`src/sv/wbss_pkg.sv`:
```
// Package for the weighted byte signature scanner.
// Holds the signature table, weights, widths, register indexes and shared types.
// No dependencies.
package wbss_pkg;

   localparam int NUM_SIGS = 4;
   localparam int MAX_PAT  = 8;
   localparam int WIN_LEN  = MAX_PAT - 1;

   localparam int BYTE_W   = 8;
   localparam int COUNT_W  = 8;
   localparam int SCORE_W  = 7;
   localparam int WEIGHT_W = 4;
   localparam int SUM_W    = 8;
   localparam int CSR_IDX_W  = 1;
   localparam int CSR_DATA_W = 8;

   localparam logic [COUNT_W-1:0] COUNT_MAX = '1;

   // register indexes
   localparam logic [CSR_IDX_W-1:0] CSR_MIN_LENGTH  = 1'd0;
   localparam logic [CSR_IDX_W-1:0] CSR_SCORE_LIMIT = 1'd1;

   localparam logic [COUNT_W-1:0] MIN_LENGTH_RESET  = 8'd8;
   localparam logic [SCORE_W-1:0] SCORE_LIMIT_RESET = 7'd100;

   localparam logic [COUNT_W-1:0] SIG_LEN [NUM_SIGS] = '{8'd8, 8'd2, 8'd2, 8'd5};
   localparam logic [WEIGHT_W-1:0] SIG_WEIGHT [NUM_SIGS] = '{4'd8, 4'd7, 4'd5, 4'd6};

   // pattern bytes, last byte of the pattern first
   localparam logic [BYTE_W-1:0] SIG_TAIL [NUM_SIGS][MAX_PAT] = '{
      '{8'h90, 8'h90, 8'h90, 8'h90, 8'h90, 8'h90, 8'h90, 8'h90},
      '{8'h80, 8'hCD, 8'h00, 8'h00, 8'h00, 8'h00, 8'h00, 8'h00},
      '{8'h61, 8'h60, 8'h00, 8'h00, 8'h00, 8'h00, 8'h00, 8'h00},
      '{8'h76, 8'h89, 8'h5E, 8'h1F, 8'hEB, 8'h00, 8'h00, 8'h00}
   };

   typedef struct packed {
      logic [COUNT_W-1:0]  count;
      logic [NUM_SIGS-1:0] found;
   } scan_status_type;

endpackage

```
`src/sv/wbss_match.sv`:
```
// Byte window, saturating byte count and per-signature found flags.
// Compares the incoming byte plus the window against every signature.
// Depends on wbss_pkg.
module wbss_match
   import wbss_pkg::*;
(
   input  logic                clock,
   input  logic                reset,
   input  logic                accept,
   input  logic [BYTE_W-1:0]   data_byte,
   input  logic                last_byte,
   output scan_status_type     status
);

   logic [BYTE_W-1:0]   recent_ff [WIN_LEN];
   logic [COUNT_W-1:0]  count_ff;
   logic [COUNT_W-1:0]  count_in;
   logic [NUM_SIGS-1:0] found_ff;
   logic [NUM_SIGS-1:0] found_in;
   logic [BYTE_W-1:0]   window [MAX_PAT];
   logic [NUM_SIGS-1:0] hit;

   assign count_in = (count_ff == COUNT_MAX) ? count_ff : count_ff + COUNT_W'(1);

   always_comb begin
      window[0] = data_byte;
      for (int k = 1; k < MAX_PAT; k++) begin
         window[k] = recent_ff[k-1];
      end
   end

   always_comb begin
      for (int i = 0; i < NUM_SIGS; i++) begin
         hit[i] = (count_in >= SIG_LEN[i]);
         for (int k = 0; k < MAX_PAT; k++) begin
            if ((COUNT_W'(k) < SIG_LEN[i]) && (window[k] != SIG_TAIL[i][k])) begin
               hit[i] = 1'b0;
            end
         end
      end
   end

   assign found_in     = found_ff | hit;
   assign status.count = count_in;
   assign status.found = found_in;

   always_ff @(posedge clock) begin
      if (reset) begin
         count_ff <= '0;
         found_ff <= '0;
         for (int k = 0; k < WIN_LEN; k++) begin
            recent_ff[k] <= '0;
         end
      end else if (accept) begin
         if (last_byte) begin
            count_ff <= '0;
            found_ff <= '0;
            for (int k = 0; k < WIN_LEN; k++) begin
               recent_ff[k] <= '0;
            end
         end else begin
            count_ff <= count_in;
            found_ff <= found_in;
            recent_ff[0] <= data_byte;
            for (int k = 1; k < WIN_LEN; k++) begin
               recent_ff[k] <= recent_ff[k-1];
            end
         end
      end
   end

endmodule

```
`src/sv/wbss_score.sv`:
```
// Weighted score of the found signatures, saturated and gated by buffer length.
// Depends on wbss_pkg.
module wbss_score
   import wbss_pkg::*;
(
   input  scan_status_type     status,
   input  logic [COUNT_W-1:0]  min_length,
   input  logic [SCORE_W-1:0]  score_limit,
   output logic [SCORE_W-1:0]  score
);

   logic [SUM_W-1:0] sum;

   always_comb begin
      sum = '0;
      for (int i = 0; i < NUM_SIGS; i++) begin
         if (status.found[i]) begin
            sum = sum + SUM_W'(SIG_WEIGHT[i]);
         end
      end
   end

   always_comb begin
      if (status.count < min_length) begin
         score = '0;
      end else if (sum > SUM_W'(score_limit)) begin
         score = score_limit;
      end else begin
         score = sum[SCORE_W-1:0];
      end
   end

endmodule

```
`src/sv/wbss_out_buf.sv`:
```
// Two-entry result buffer: output register plus skid register.
// Depends on wbss_pkg.
module wbss_out_buf
   import wbss_pkg::*;
(
   input  logic                clock,
   input  logic                reset,
   input  logic                push,
   input  logic [SCORE_W-1:0]  push_score,
   output logic                full,
   output logic                rsp_valid,
   input  logic                rsp_stall,
   output logic [SCORE_W-1:0]  rsp_threat_score
);

   logic               main_valid_ff;
   logic [SCORE_W-1:0] main_data_ff;
   logic               skid_valid_ff;
   logic [SCORE_W-1:0] skid_data_ff;
   logic               pop;

   assign pop              = main_valid_ff && !rsp_stall;
   assign full             = skid_valid_ff;
   assign rsp_valid        = main_valid_ff;
   assign rsp_threat_score = main_data_ff;

   always_ff @(posedge clock) begin
      if (reset) begin
         main_valid_ff <= 1'b0;
         skid_valid_ff <= 1'b0;
      end else if (pop || !main_valid_ff) begin
         if (skid_valid_ff) begin
            main_valid_ff <= 1'b1;
            skid_valid_ff <= 1'b0;
         end else begin
            main_valid_ff <= push;
         end
      end else if (push) begin
         skid_valid_ff <= 1'b1;
      end
   end

   always_ff @(posedge clock) begin
      if (pop || !main_valid_ff) begin
         main_data_ff <= skid_valid_ff ? skid_data_ff : push_score;
      end else if (push) begin
         skid_data_ff <= push_score;
      end
   end

endmodule

```
`src/sv/weighted_byte_signature_scanner_top.sv`:
```
// Weighted byte signature scanner, top level.
// Depends on wbss_pkg, wbss_match, wbss_score and wbss_out_buf.
//
// Accepts one byte per clock cycle while req_stall is low. A transfer with req_last_byte
// set yields one threat score on the rsp_ channel, in the following cycle when the output
// register is free; other bytes yield none.
// Signature compare, scoring and saturation all complete in the cycle a byte is
// accepted; the score lands in a two-entry output buffer, and req_stall rises only
// while both entries hold scores that the downstream side has not taken.
module weighted_byte_signature_scanner_top
   import wbss_pkg::*;
(
   input  logic                   clock,
   input  logic                   reset,
   input  logic                   req_valid,
   output logic                   req_stall,
   input  logic [BYTE_W-1:0]      req_data_byte,
   input  logic                   req_last_byte,
   output logic                   rsp_valid,
   input  logic                   rsp_stall,
   output logic [SCORE_W-1:0]     rsp_threat_score,
   input  logic                   csr_write_en,
   input  logic [CSR_IDX_W-1:0]   csr_index,
   input  logic [CSR_DATA_W-1:0]  csr_wdata
);

   logic [COUNT_W-1:0] min_length_ff;
   logic [SCORE_W-1:0] score_limit_ff;
   logic               accept;
   logic               full;
   scan_status_type    status;
   logic [SCORE_W-1:0] score;

   assign req_stall = full;
   assign accept    = req_valid && !full;

   always_ff @(posedge clock) begin
      if (reset) begin
         min_length_ff  <= MIN_LENGTH_RESET;
         score_limit_ff <= SCORE_LIMIT_RESET;
      end else if (csr_write_en) begin
         case (csr_index)
            CSR_MIN_LENGTH:  min_length_ff  <= csr_wdata[COUNT_W-1:0];
            CSR_SCORE_LIMIT: score_limit_ff <= csr_wdata[SCORE_W-1:0];
            default: ;
         endcase
      end
   end

   wbss_match u_match (
      .clock     (clock),
      .reset     (reset),
      .accept    (accept),
      .data_byte (req_data_byte),
      .last_byte (req_last_byte),
      .status    (status)
   );

   wbss_score u_score (
      .status      (status),
      .min_length  (min_length_ff),
      .score_limit (score_limit_ff),
      .score       (score)
   );

   wbss_out_buf u_out_buf (
      .clock            (clock),
      .reset            (reset),
      .push             (accept && req_last_byte),
      .push_score       (score),
      .full             (full),
      .rsp_valid        (rsp_valid),
      .rsp_stall        (rsp_stall),
      .rsp_threat_score (rsp_threat_score)
   );

endmodule

```
`config.mk`:
```
export PLATFORM = sky130hd
export DESIGN_NAME = weighted_byte_signature_scanner_top
export DESIGN_NICKNAME = d
export VERILOG_FILES = /design/src/sv/wbss_pkg.sv /design/src/sv/wbss_match.sv /design/src/sv/wbss_score.sv /design/src/sv/wbss_out_buf.sv /design/src/sv/weighted_byte_signature_scanner_top.sv
export SDC_FILE = /design/constraint.sdc
export NUM_CORES = 1
export LEC_CHECK = 0
export BUFFER_PORTS_ARGS = -buffer_cell sky130_fd_sc_hd__buf_2
export CAP_MARGIN = 25
export CORE_MARGIN = 1
export CORE_UTILIZATION = 40
export CTS_BUF_LIST = sky130_fd_sc_hd__clkbuf_2
export DETAILED_ROUTE_END_ITERATION = 7
export GPL_TIMING_DRIVEN = 0
export PLACE_DENSITY = 0.62
export SYNTH_ARGS = -nofsm -noshare
export SYNTH_HDL_FRONTEND = slang
export SYNTH_SLANG_ARGS = --single-unit
```
`constraint.sdc`:
```
create_clock -name clock -period 7.1 [get_ports clock]
set_input_delay 0.355 -clock clock [delete_from_list [all_inputs] [get_ports clock]]
set_output_delay 0.355 -clock clock [all_outputs]
set_load 0.005 [all_outputs]
```
# --- After elaboration in Yosys (flattened, before gate mapping) ---
# Memories as Yosys holds them, arrays and structs flattened.
# Index checks and enable logic that the tools add are counted.
totals:
  ramBits: 56
  output_inout_bits: 9
  latch_bits: 0
  ff_bits: 43
  inputBits: 23
  word_cells: 116
  rom_bits: 0
  memories: 1
mem_list:
  columns: ["memory", "depth", "word_bits", "rd", "rd_ports_with_merged_regs", "wr", "line_no", "text"]
  rows:
  - ["u_match.recent_ff", 7, 8, 7, 0, 7, "wbss_match.sv:15", "logic [BYTE_W-1:0] recent_ff [WIN_LEN];"]
classes:
  order_cmp: 5
  n_mux: 52
  n_div: 0
  eq_ne: 18
  n_reduce_logical: 11
  mul: 0
  n_shift: 0
  addsub: 4
  n_bitwise: 17
ops:
  columns: ["op", "n"]
  rows:
  - ["2-to-1 mux 8 bit", 19]
  - ["inequality test 8 bit (second input constant)", 12]
  - ["inequality test 8 x 7 -> 1 bit (second input constant)", 4]
  - ["2-to-1 mux 1 bit", 28]
  - ["2-to-1 mux 7 bit", 3]
  - ["adder 8 x 3 -> 8 bit (second input constant)", 2]
  - ["OR 1 bit", 14]
  - ["adder 8 x 1 -> 8 bit (second input constant)", 1]
  - ["== test 8 bit (second input constant)", 1]
  - ["greater-or-equal comparator 8 x 2 -> 1 bit (second input constant)", 1]
  - ["greater-or-equal comparator 8 x 3 -> 1 bit (second input constant)", 1]
  - ["greater-or-equal comparator 8 x 4 -> 1 bit (second input constant)", 1]
  - ["> comparator 8 x 7 -> 1 bit", 1]
  - ["less-than comparator 8 bit", 1]
  - ["2-to-1 mux 4 bit", 2]
  - ["inequality test 8 x 5 -> 1 bit (second input constant)", 1]
  - ["AND reduction 2 bit", 3]
  - ["adder 4 x 3 -> 5 bit (second input constant)", 1]
  - ["OR 4 bit", 1]
  - ["logical AND 1 bit", 3]
  - ["zero test 1 bit", 3]
  - ["inverter 1 bit", 2]
  - ["OR reduction 2 bit", 1]
  - ["logical OR 1 bit", 1]

# --- Depth between registers and ports, before layout ---
# Gate-level depths: netlist (run 1).
depth:
  word_depth: 23
  depth_mapped: 20

# --- Hierarchy ---
# Synthesis (run 1) repeated with hierarchy kept, for this count alone.
hier_totals:
  hier_cells: 443
  hier_area_um2: 4982.3
by_module_without_submodules:
  columns: ["mod", "cells_per_inst", "area_per_inst_um2", "instances"]
  rows:
  - ["wbss_match", 273, 3140.5, 1]
  - ["weighted_byte_signature_scanner_top", 64, 656.9, 1]
  - ["wbss_out_buf", 29, 600.6, 1]
  - ["wbss_score", 77, 584.3, 1]

# --- Worst setup path after synthesis (run 1) ---
# Ideal clock, no wire load.
synth_path:
  kind: "register -> register"
  startpoint: "register u_match.count_ff[0]"
  endpoint: "register u_out_buf.main_data_ff[5] (netlist: u_out_buf.rsp_threat_score[5]), data pin"
  t_required_ns: 6.840
  path_stages_with_launch: 21
  n_path_buf: 1
  arrival_ns: 4.313
  path_slack_ns: 2.527
  synth_period_minus_slack_ns: 4.573
  path_cell_list: "dfxtp_1 > ha_1 > and2_1 > or4_4 > a222oi_1 > a311oi_1 > a21oi_1 > inv_1 > ha_1 > o21ai_0 > o31ai_1 > nand2_1 > o21ai_0 > ha_1 > a21o_1 > a21o_1 > o221ai_1 > clkbuf_1 > o22ai_1 > nor2b_1 > mux2_2"
synth_between:
  elab_chain_len: 23
  elab_cells_between_ends: 36
synth_rtl:
  columns: ["element", "line_no", "text"]
  rows:
  - ["from (decl)", "wbss_match.sv:16", "logic [COUNT_W-1:0] count_ff;"]
  - ["from (signal assigned)", "wbss_match.sv:62", "count_ff <= count_in;"]
  - ["adder 8 x 1 -> 8 bit / == test 8 bit (equally long branches)", "wbss_match.sv:23", "assign count_in = (count_ff == COUNT_MAX) ? count_ff : count_ff + COUNT_W'(1);"]
  - ["2-to-1 mux 8 bit *", "wbss_match.sv:23", null]
  - ["greater-or-equal comparator 8 x 4 -> 1 bit", "wbss_match.sv:34", "hit[i] = (count_in >= SIG_LEN[i]);"]
  - ["2-to-1 mux 1 bit (8 in a row)", "wbss_match.sv:36", "if ((COUNT_W'(k) < SIG_LEN[i]) && (window[k] != SIG_TAIL[i][k])) begin"]
  - ["OR 4 bit", "wbss_match.sv:43", "assign found_in = found_ff | hit;"]
  - ["2-to-1 mux 4 bit", "wbss_score.sv:17", "if (status.found[i]) begin"]
  - ["adder 4 x 3 -> 5 bit", "wbss_score.sv:18", "sum = sum + SUM_W'(SIG_WEIGHT[i]);"]
  - ["2-to-1 mux 8 bit", "wbss_score.sv:17", null]
  - ["adder 8 x 3 -> 8 bit", "wbss_score.sv:18", null]
  - ["2-to-1 mux 8 bit", "wbss_score.sv:17", null]
  - ["adder 8 x 3 -> 8 bit", "wbss_score.sv:18", null]
  - ["2-to-1 mux 8 bit", "wbss_score.sv:17", null]
  - ["> comparator 8 x 7 -> 1 bit", "wbss_score.sv:26", "end else if (sum > SUM_W'(score_limit)) begin"]
  - ["2-to-1 mux 7 bit", "wbss_score.sv:26", null]
  - ["2-to-1 mux 7 bit *", "wbss_score.sv:24", "if (status.count < min_length) begin"]
  - ["net score[5]", "weighted_byte_signature_scanner_top.sv:32", "logic [SCORE_W-1:0] score;"]
  - ["2-to-1 mux 7 bit *", "wbss_out_buf.sv:45", "main_data_ff <= skid_valid_ff ? skid_data_ff : push_score;"]
  - ["to (signal assigned)", "wbss_out_buf.sv:45", null]
  - ["to (decl)", "wbss_out_buf.sv:17", "logic [SCORE_W-1:0] main_data_ff;"]
# The timed path passes the listed nets; every way through them passes the cells marked *.
# A chain may end at the register's enable or synchronous reset.

# --- Worst setup path after layout (run 1) ---
# Ends and elaborated chain as after synthesis.

==> results of run 1 <==
-- power groups by stage --
stage	clock [mW]	sequential, mW	combinational (mW)
finish	0.270	0.646	0.0692
global route	0.299	0.650	0.0781
CTS	0.277	0.647	0.0696
detailed placement	0	0.659	0.0659
global placement	0	0.658	0.0646
floorplan	0	0.653	0.0420
-- final cells by class --
cell class / instances / area share (%)
plain buffers: 19 / 1.427
clock buffers: 11 / 1.046
clock inverters: 5 / 1.023
inverters: 30 / 2.140
multi-input cells: 304 / 37.22
flip-flops and latches: 99 / 49.46
well taps: 143 / 3.401
repair buffers: 37 / 4.281
-- metrics by stage --
stage | utilization [%] | instances | hold slack [ps] | worst slack (ps)
final | 45.69 | 648 | 72.94 | 1695
after global routing | 45.69 | 648 | 35.10 | 1256
after CTS | 45.69 | 648 | 33.79 | 1697
after detailed placement | 44.05 | 624 | 449.6 | 1724
after global placement | 44.05 | 624 | 447.9 | 1845
after floorplan | - | 452 | 431.5 | 2527
-- what timing repair did --
action / CTS / global route
hold endpoints to repair: 12 / 0
hold buffers: 8 / 0
setup buffers: 0 / 0
-- flip-flops by register name, indices dropped and copies added, names as in the netlist --
| signal | flops |
|---|---|
| u_out_buf.rsp_threat_score | 7 |
| u_out_buf.skid_data_ff | 7 |
| score_limit_ff | 7 |
| min_length_ff | 8 |
| u_match.found_ff | 4 |
| u_match.count_ff | 8 |
| u_match.recent_ff | 56 |
| u_out_buf.full | 1 |
| u_out_buf.rsp_valid | 1 |
-- cells by family (layout without fill, tap and decap cells) --
family / Yosys count / in the layout / synth area share [%]
adder cells (fa/ha/maj): 18 / 18 / 4.796
AO/OA/AOI/OAI: 79 / 79 / 10.54
other: 1 / 1 / 0.07898
multiplexers: 6 / 6 / 1.370
AND/OR/NAND/NOR: 198 / 198 / 24.08
buffers and inverters: 49 / 102 / 3.953
XOR/XNOR: 2 / 2 / 0.3690
flip-flops: 99 / 99 / 54.81
-- cell usage in the layout (no fill, tap or decap), drive strengths merged, types with 2 or more instances in the layout --
master       instances
o22ai                2
maj3                 2
or3                  2
nand4                5
nand2               42
nand4b               4
ha                  15
nand3b              10
and3                 5
o31ai                5
a211oi               2
inv                 30
mux2i                2
dlygate4sd3          8
a21o                 2
nor4b                8
a41oi                3
a22o                 3
nand3                9
edfxtp              62
xor2                 2
nor2b                4
clkbuf              28
clkinv               2
buf                 31
a211o                4
a31oi                2
nor4                 8
nor2                25
a21oi               32
nand2b               4
mux2                 4
clkinvlp             2
dfxtp               37
or4                  3
o21ai               14
and2                49
or4b                 3
nor3                10
-- final timing paths --
kind,slack (ps),to,start
worst min register to register,480,min_length_ff[5]$_SDFFE_PP0P_,min_length_ff[5]$_SDFFE_PP0P_
worst max-delay path,1690,u_out_buf.rsp_threat_score[5]$_DFFE_PP_,u_match.count_ff[0]$_SDFFE_PP0P_
worst min-delay path,70,u_match.recent_ff[0][7]$_SDFFCE_PN0P_,req_data_byte[7]
worst max register to register,1690,u_out_buf.rsp_threat_score[5]$_DFFE_PP_,u_match.count_ff[0]$_SDFFE_PP0P_
-- per-layer routing --
layer	routed length (um)	track usage [%]	share of wire [%]
met2	4565	27.76	46
met1	4739	24.05	48
met5	0	0	0
met4	160	5.845	1.6
met3	500	3.554	5.0
==> metrics.txt, run 1 <==
run status=finished, violations left; failing checks=design-rule violations; ys flop type=edfxtp_1; Max FO, Critical Path=10; Vias/cell=5.366; Worst Tran Pin Value=940.9 ps; initial antenna violation count=1; CTS Buffer Depth=2; DRT iter0 DRCs=212; area grow syn2layout=10.80%; Slew headroom=37.20%; worst skew pair latency=580 ps; clock power share=27.4%; count leader, synth=edfxtp_1; peak supply drop=0.09352 mV; final setup fails=0; Crit. End Element=flip-flop; CP top delay family=compound AO/OA/AOI/OAI gates; Fillers=1110; CP Depth=20; TNS Setup=0 ps; slowest CP cell=a222oi_1; CTS clk-pin slew, worst paths=270 ps; Root Driver=clkbuf_2; post-synthesis sequential area ratio=54.81%; Ports=32; Gate Count Post-Synth=452; TritonCTS Buffers=9; Tcrit/Tclk final=76.13%; Yosys warnings=0; pwr dens=187.3 nW/um^2; row count=39; Die Span Y=111.0 um; Max Transition Viols Final=0; Post-DP Area=5072 sq um; unique cell type count in the Yosys netlist=59; Post-synth EDFFs=62; fin nets=539; WL/cell=15.38 um; layout cells sized above 1=11.49%; Clock Skew=23.47 ps; die area=12310 sq um; CTS HTree Levels=3; area taken by flip-flops and latches=2603 sq um; maximum clock frequency=185.0 MHz; first-pass GRT wire length=16.85 mm; number of global-route vias before repair=3374; sequential share of power=65.6%; most used cell, CP=ha_1; logic gate share of total power=7.0%; CP required=7480 ps; Syn Nets=491; DP HPWL=7.499 mm; CTS resizes=0; RSZ-0062 raised after global routing=false; Total GRT Usage=17.55%; Post-Route WL=9.965 mm; DRT antenna net count=0; Max-Cap Viols=0; # diodes=0; Avg Inst Size Synth=10.51 sq um; area of the multi-input gates=1958 sq um; pin count of the biggest net entering global routing=27; Worst Reg2Reg Path Length in Cells=20; post-synthesis cell area=4748 sq um; CP max stage delay=650 ps; Switch Pwr=243.2 uW; Int Pwr=742.0 uW; Sink Count=99; CP startpoint kind=flip-flop; Initial Utilization=41.23%; asr flop ratio synth=0%; DRT Pass-1 Iters=7; vias=3477; Worst Hold Depth=2; Worst Path Arrival=5790 ps; floorplan core area=11520 sq um; critical path cell sequence=ha_1 > and2_1 > or4_4 > a222oi_1 > a311oi_1 > a21oi_1 > inv_1 > ha_1 > o21ai_0 > o31ai_1 > nand2_1 > o21ai_0 > ha_1 > a21o_1 > a21o_1 > o221ai_1 > clkbuf_1 > o22ai_1 > nor2b_1 > mux2_2; most frequent cells after synthesis=62 x edfxtp_1, 49 x and2_1, 42 x nand2_1, 37 x dfxtp_1, 32 x a21oi_1; Synth area leaders=edfxtp_1 39%, dfxtp_1 16%, and2_1 6.5%, ha_1 4.0%, a21oi_1 3.4%; Final Hold Fails=0; Residual DRC=2; CTS tree=yes; total power=985.3 uW; I/O Buffers=29; share of the synthesized area in the top cell type=39.21%; Yosys reg bits=99; gr ovfl total=0; final instance area=5261 sq um; WP buf/inv=2; width of the die=111.0 um; min-delay worst type=in -> reg; Tmin final=5405 ps; crit path kind=reg -> reg; switching portion of total power=24.69%; post-synth top area cell=edfxtp_1; gp weighted congestion=0.8597; Leakage Power=2.048 nW
Power figures use the tool's default switching activity.
==> inputs of run 2 (changes only) <==
- clock period: 7.1 -> 5.5 ns (I/O delays scaled with it)
==> run 2 against run 1 <==
Sequential share of layout area down 0.91 points. Global-route usage grew 0.17 points. Clock skew fell by 1.9 ps. Cell count rose by 1.5%. Worst hold slack worse by 25 ps. Total power grew 30%. Final area increased by 1.9%. Core utilization grew 0.86 points. Register-to-register slack got worse by 1300 ps. Clock power up 29%. The flow still finishes with violations (design-rule violations). Wire length increased by 1.7%. Combinational power grew 36%.
==> metrics.txt, run 2 (synthesis results as in run 1) <==
run status=finished, violations left; failing checks=design-rule violations; WP buf/inv=3 (+1); Setup crit end=u_out_buf.rsp_threat_score[5]$_DFFE_PP_; reg2reg end=u_out_buf.rsp_threat_score[5]$_DFFE_PP_; reg-to-reg slack, setup=400 ps (-1300 ps); DRT antenna net count=0 (unchanged); Worst Tran Pin Value=940.2 ps (-0.6679 ps); initial antenna violation count=1 (unchanged); Max FO, Critical Path=10 (unchanged); layout cells sized above 1=11.84% (+0.36 points); reg2reg start=u_match.count_ff[0]$_SDFFE_PP0P_; Fillers=1102 (-0.72%); floorplan core area=11520 sq um (unchanged); number of flip-flops in the largest register=56 (unchanged); worst setup margin=395.2 ps (-1300 ps); CTS tree=yes; DP HPWL=7.499 mm (unchanged); pwr dens=238.2 nW/um^2 (+27%); number of global-route vias before repair=3437 (+1.9%); Root Driver=clkbuf_2; Slew headroom=37.25% (+0.044 points); Tmin final=5105 ps (-300.3 ps); Crit. End Element=flip-flop; CTS Buffer Depth=2 (unchanged); Sink Count=99 (unchanged); gr ovfl total=0 (unchanged); Initial Utilization=41.23% (unchanged); RSZ-0062 raised after global routing=false; Hold Slack=47.66 ps (-25.28 ps); Max-Cap Viols=0 (unchanged); # diodes=0 (unchanged); area grow syn2layout=12.89%; Post-Route WL=10.14 mm (+1.7%); hold_sp=req_data_byte[4]; CP startpoint kind=flip-flop; worst skew pair latency=580 ps (about the same); min-delay worst type=in -> reg; Die Span Y=111.0 um (unchanged); DP Cell Count=624 (unchanged); slowest CP cell=fa_1; die area=12310 sq um (unchanged); Residual DRC=2 (unchanged); commonest non-fill, non-tap cells in the layout=62 x edfxtp_1, 49 x and2_1, 42 x nand2_1, 37 x dfxtp_1; TNS Setup=0 ps (unchanged); row count=39 (unchanged); final setup fails=0 (unchanged); CP required=5890 ps (-1590 ps); total power=1.277 mW (+30%); Total GRT Usage=17.72% (+0.17 points); CP Depth=18 (-10%); gp weighted congestion=0.8597 (unchanged); area of the multi-input gates=1962 sq um (+0.19%); largest reg by FF count=u_match.recent_ff; Max Transition Viols Final=0 (unchanged); vias=3488 (+0.32%); CP max stage delay=480 ps (-170 ps); Tcrit/Tclk final=92.81% (+17 points); CTS clk-pin slew, worst paths=260 ps (about the same); I/O Buffers=29 (unchanged); width of the die=111.0 um (unchanged); biggest regs=u_match.recent_ff: 56 flops, min_length_ff: 8 flops, u_match.count_ff: 8 flops; CTS HTree Levels=3 (unchanged); Worst Path Arrival=5490 ps (-300 ps); Worst Hold Depth=2 (unchanged); DRT iter0 DRCs=245 (+16%); WL/cell=15.40 um (+0.17%); maximum clock frequency=195.9 MHz (+5.9%); most common cell after layout, fill and taps aside=edfxtp_1; CP top delay family=simple AND/OR/NAND/NOR gates; Final Hold Fails=0 (unchanged); Worst Reg2Reg Path Length in Cells=18 (-10%); Clock Skew=21.55 ps (-1.918 ps); DRT Pass-1 Iters=7 (unchanged); Finished Core Util=46.54% (+0.86 points); Leakage Power=2.090 nW (+2.0%); Vias/cell=5.301 (-1.2%); first-pass GRT wire length=17.03 mm (+1.1%); Critical Path Source=u_match.count_ff[0]$_SDFFE_PP0P_; area taken by flip-flops and latches=2603 sq um (unchanged); Ports=32 (unchanged); pin count of the biggest net entering global routing=27 (unchanged); fin nets=549 (+1.9%); Post-DP Area=5072 sq um (unchanged); peak supply drop=0.1211 mV (+30%); non-filler cells, final=658 (+1.5%); crit path kind=reg -> reg; Placement Setup Slack=124.3 ps (-1600 ps); final instance area=5360 sq um (+1.9%); critical path cell sequence=ha_1 > and2_1 > or4_4 > a222oi_1 > buf_4 > buf_4 > a31oi_1 > nor2_1 > fa_1 > o21ai_0 > ha_1 > nand3_1 > a21oi_1 > o221ai_1 > clkbuf_1 > o22ai_1 > nor2b_1 > mux2_2; TritonCTS Buffers=9 (unchanged)
-- run 2: cell types whose count changed in the layout (fill, tap and decap cells not counted) --
cell / change
a21oi_1: -1
a21oi_2: +1
buf_4: +2
dlygate4sd3_1: +8
-- run 2: final cells by class --
class	instances	share of cell area, %
Buffer	19	1.401
Clock buffer	11	1.027
Clock inverter	5	1.004
Inverter	30	2.101
Multi-Input combinational cell	304	36.60
Sequential cell	99	48.55
Tap cell	143	3.338
Timing Repair Buffer	47	5.976
-- run 2: timing repair --
| action | CTS | global route |
|---|---|---|
| hold buffers | 16 | 0 |
| setup endpoints to repair | 0 | 12 |
| buffers inserted | 0 | 2 |
| endpoints found under the hold margin | 21 | 0 |
| gates resized for setup | 0 | 1 |
-- run 2: how the worst min path moves through the flow --
| stage | endpoint | slack [ps] |
|---|---|---|
| after floorplan | min_length_ff[3]$_SDFFE_PP1P_ | 390 |
| after global placement | u_match.recent_ff[4][7]$_SDFFE_PP0P_ | 450 |
| after detailed placement | min_length_ff[2]$_SDFFE_PP0P_ | 450 |
| after CTS | u_match.recent_ff[0][4]$_SDFFCE_PN0P_ | 9 |
| after global routing | u_match.recent_ff[0][4]$_SDFFCE_PN0P_ | 10 |
| final | u_match.recent_ff[0][4]$_SDFFCE_PN0P_ | 50 |
-- run 2: where the power goes --
group          switching [mW]  internal [mW]
Sequential             0.0175          0.817
Combinational          0.0552         0.0387
Clock                   0.242          0.106
Total                   0.315          0.962
-- run 2: layer usage --
layer / track usage (%) / wire length [um] / vias up
met5: 0 / 0 / -
met4: 5.845 / 143 / 0
met3: 3.554 / 448 / 10
met2: 28.26 / 4692 / 66
met1: 24.12 / 4852 / 1656
li1: - / - / 1756
==> inputs of run 3 (changes only) <==
- CORE_ASPECT_RATIO: not set -> 0.7
==> run 3 against run 2 <==
The flow now finishes without violations. Sequential power barely moved. Sequential cell count unchanged. Cell count grew 1.7%. Global-route usage grew 1.6 points. Combinational power grew 4.9%. Worst setup slack lost 56 ps. Worst hold slack better by 1.8 ps. Final area rose by 0.16%. First-iteration DRC count increased by 5.7%. Core utilization increased by 1.0 points. Largest power group unchanged.
==> metrics.txt, run 3 (synthesis results as in run 1) <==
biggest regs=u_match.recent_ff: 56 flops, min_length_ff: 8 flops, u_match.count_ff: 8 flops; DP Cell Count=634 (+1.6%); Fillers=1061 (-3.7%); first-pass GRT wire length=18.14 mm (+6.5%); DRT Pass-1 Iters=5 (-2); peak supply drop=0.08918 mV (-26%); number of global-route vias before repair=3499 (+1.8%); DRT iter0 DRCs=259 (+5.7%); layout cells sized above 1=11.63% (-0.22 points); number of flip-flops in the largest register=56 (unchanged); row count=32 (-18%); Clock Skew=43.91 ps (+22.36 ps); logic gate share of total power=7.9% (+0.5 points); CTS Buffer Depth=2 (unchanged); RSZ-0062 raised after global routing=false; Vias/cell=5.450 (+2.8%); reg2reg start=u_match.count_ff[0]$_SDFFE_PP0P_; TritonCTS Buffers=9 (unchanged); reg-to-reg slack, setup=340 ps (-60 ps); initial antenna violation count=0 (-1); Worst Tran Pin Value=995.4 ps (+55.11 ps); gp weighted congestion=0.9139 (+6.3%); gr ovfl total=0 (unchanged); WL/cell=16.52 um (+7.2%); width of the die=132.2 um (+19%); die area=12320 sq um (about the same); Crit. End Element=flip-flop; Post-Route WL=11.05 mm (+9.0%); Setup crit end=u_out_buf.rsp_threat_score[5]$_DFFE_PP_; commonest non-fill, non-tap cells in the layout=62 x edfxtp_1, 49 x and2_1, 42 x nand2_1, 37 x dfxtp_1, 32 x a21oi_1; area grow syn2layout=13.07%; maximum clock frequency=193.8 MHz (-1.1%); CP startpoint kind=flip-flop; CTS resizes=0 (unchanged); CTS tree=yes; worst skew pair latency=600 ps (+20 ps); final setup fails=0 (unchanged); Max FO, Critical Path=10 (unchanged); Switch Pwr=333.1 uW (+5.7%); floorplan core area=11290 sq um (-2.0%); non-filler cells, final=669 (+1.7%); min-delay worst type=in -> reg; pin count of the biggest net entering global routing=27 (unchanged); Root Driver=clkbuf_2; # diodes=0 (unchanged); crit path kind=reg -> reg; Leakage Power=2.087 nW (-0.14%); DP HPWL=7.965 mm (+6.2%); CP required=5910 ps (+20 ps); Critical Path Source=u_match.count_ff[0]$_SDFFE_PP0P_; pwr dens=233.4 nW/um^2 (-2.0%); Initial Utilization=42.05% (+0.82 points); Worst Reg2Reg Path Length in Cells=20 (+2); Die Span Y=93.16 um (-16%); Worst Path Arrival=5580 ps (+90 ps); reg2reg end=u_out_buf.rsp_threat_score[5]$_DFFE_PP_; CTS HTree Levels=3 (unchanged); Tmin final=5161 ps (+55.88 ps); run status=completed; largest reg by FF count=u_match.recent_ff; switching portion of total power=26.59% (+1.9 points); vias=3646 (+4.5%); Slew headroom=33.40% (-3.8 points); Int Pwr=919.8 uW (-4.4%); DRT antenna net count=0 (unchanged); sequential share of power=66.8% (+1.4 points); Ports=32 (unchanged); Final Hold Fails=0 (unchanged); I/O Buffers=29 (unchanged); TNS Setup=0 ps (unchanged); fin nets=550 (+0.18%); Max Transition Viols Final=0 (unchanged); Total GRT Usage=19.31% (+1.6 points); Sink Count=99 (unchanged); Residual DRC=0 (-2); CTS clk-pin slew, worst paths=290 ps (+30 ps); clock power share=25.3% (-2.0 points); most common cell after layout, fill and taps aside=edfxtp_1; Tcrit/Tclk final=93.83% (+1.0 points); Max-Cap Viols=0 (unchanged)
-- run 3: repair_timing --
item                                    CTS  global route
hold buffers                             18             0
setup buffers                             0             1
endpoints found under the hold margin    23             0
endpoints found under the setup margin    0             9
-- run 3: worst max-delay path, cell delays in order (launching register included) --
cell and delay (ps):
dfxtp_1 570, ha_1 290, nand3_1 210, o21ai_0 290, xor2_1 530, a311oi_1 170
a21oi_1 400, inv_1 130, ha_1 350, o21ai_0 90, o31ai_1 120, nand2_1 80
o21ai_0 90, ha_1 190, a21o_1 150, a21o_1 170, o221ai_1 220, clkbuf_1 370
o22ai_1 150, nor2b_1 160, mux2_2 270
-- run 3: worst min path at each step --
| stage | from | cells after the start | endpoint | slack, ps |
|---|---|---|---|---|
| 3_3_place_gp | min_length_ff[0]$_SDFFE_PP0P_ | 2 | min_length_ff[0]$_SDFFE_PP0P_ | 450 |
| 4_1_cts | csr_write_en | 3 | score_limit_ff[3]$_SDFFE_PP0P_ | 2 |
| 6_report | req_valid | 3 | u_out_buf.full$_SDFFE_PP0P_ | 50 |
| 2_1_floorplan | csr_wdata[3] | 1 | min_length_ff[3]$_SDFFE_PP1P_ | 390 |
| 3_5_place_dp | score_limit_ff[2]$_SDFFE_PP1P_ | 1 | score_limit_ff[2]$_SDFFE_PP1P_ | 450 |
| 5_1_grt | csr_write_en | 3 | score_limit_ff[0]$_SDFFE_PP0P_ | 60 |
-- run 3: per-stage QoR --
stage | worst slack [ps] | hold WS, ps | util [%] | total power [mW] | cell area [sq um]
6_report | 339.3 | 49.50 | 47.55 | 1.253 | 5369
5_1_grt | 4.589 | 55.69 | 47.55 | 1.303 | 5369
4_1_cts | 136.2 | 2.359 | 47.48 | 1.260 | 5361
3_5_place_dp | 155.4 | 450.6 | 45.04 | 0.9385 | 5085
3_3_place_gp | 270.0 | 445.4 | 45.04 | 0.9362 | 5085
2_1_floorplan | 927.2 | 392.8 | - | 0.8977 | 4748
-- run 3: area by class of cell --
class	count	area (sq um)	share of cell area, %
plain buffers	19	75.07	1.398
repair buffers	48	332.8	6.199
well taps	153	191.4	3.566
clock buffers	9	45.04	0.8390
flip-flops and latches	99	2603	48.47
inverters	30	112.6	2.097
multi-input cells	304	1958	36.47
clock inverters	7	51.30	0.9555
-- run 3: routing by layer --
metal,vias up,track usage (%),share of wire (%)
met1,1725,27.16,48
met3,22,4.390,7.2
met2,147,29.28,43
li1,1752,-,-
met4,0,6.609,1.8
met5,-,0,0
-- run 3: power groups by stage --
stage,clock network (mW),registers [mW],logic [mW]
finish,0.317,0.837,0.0985
global route,0.352,0.841,0.110
CTS,0.326,0.837,0.0969
detailed placement,0,0.852,0.0867
global placement,0,0.851,0.0850
floorplan,0,0.843,0.0542
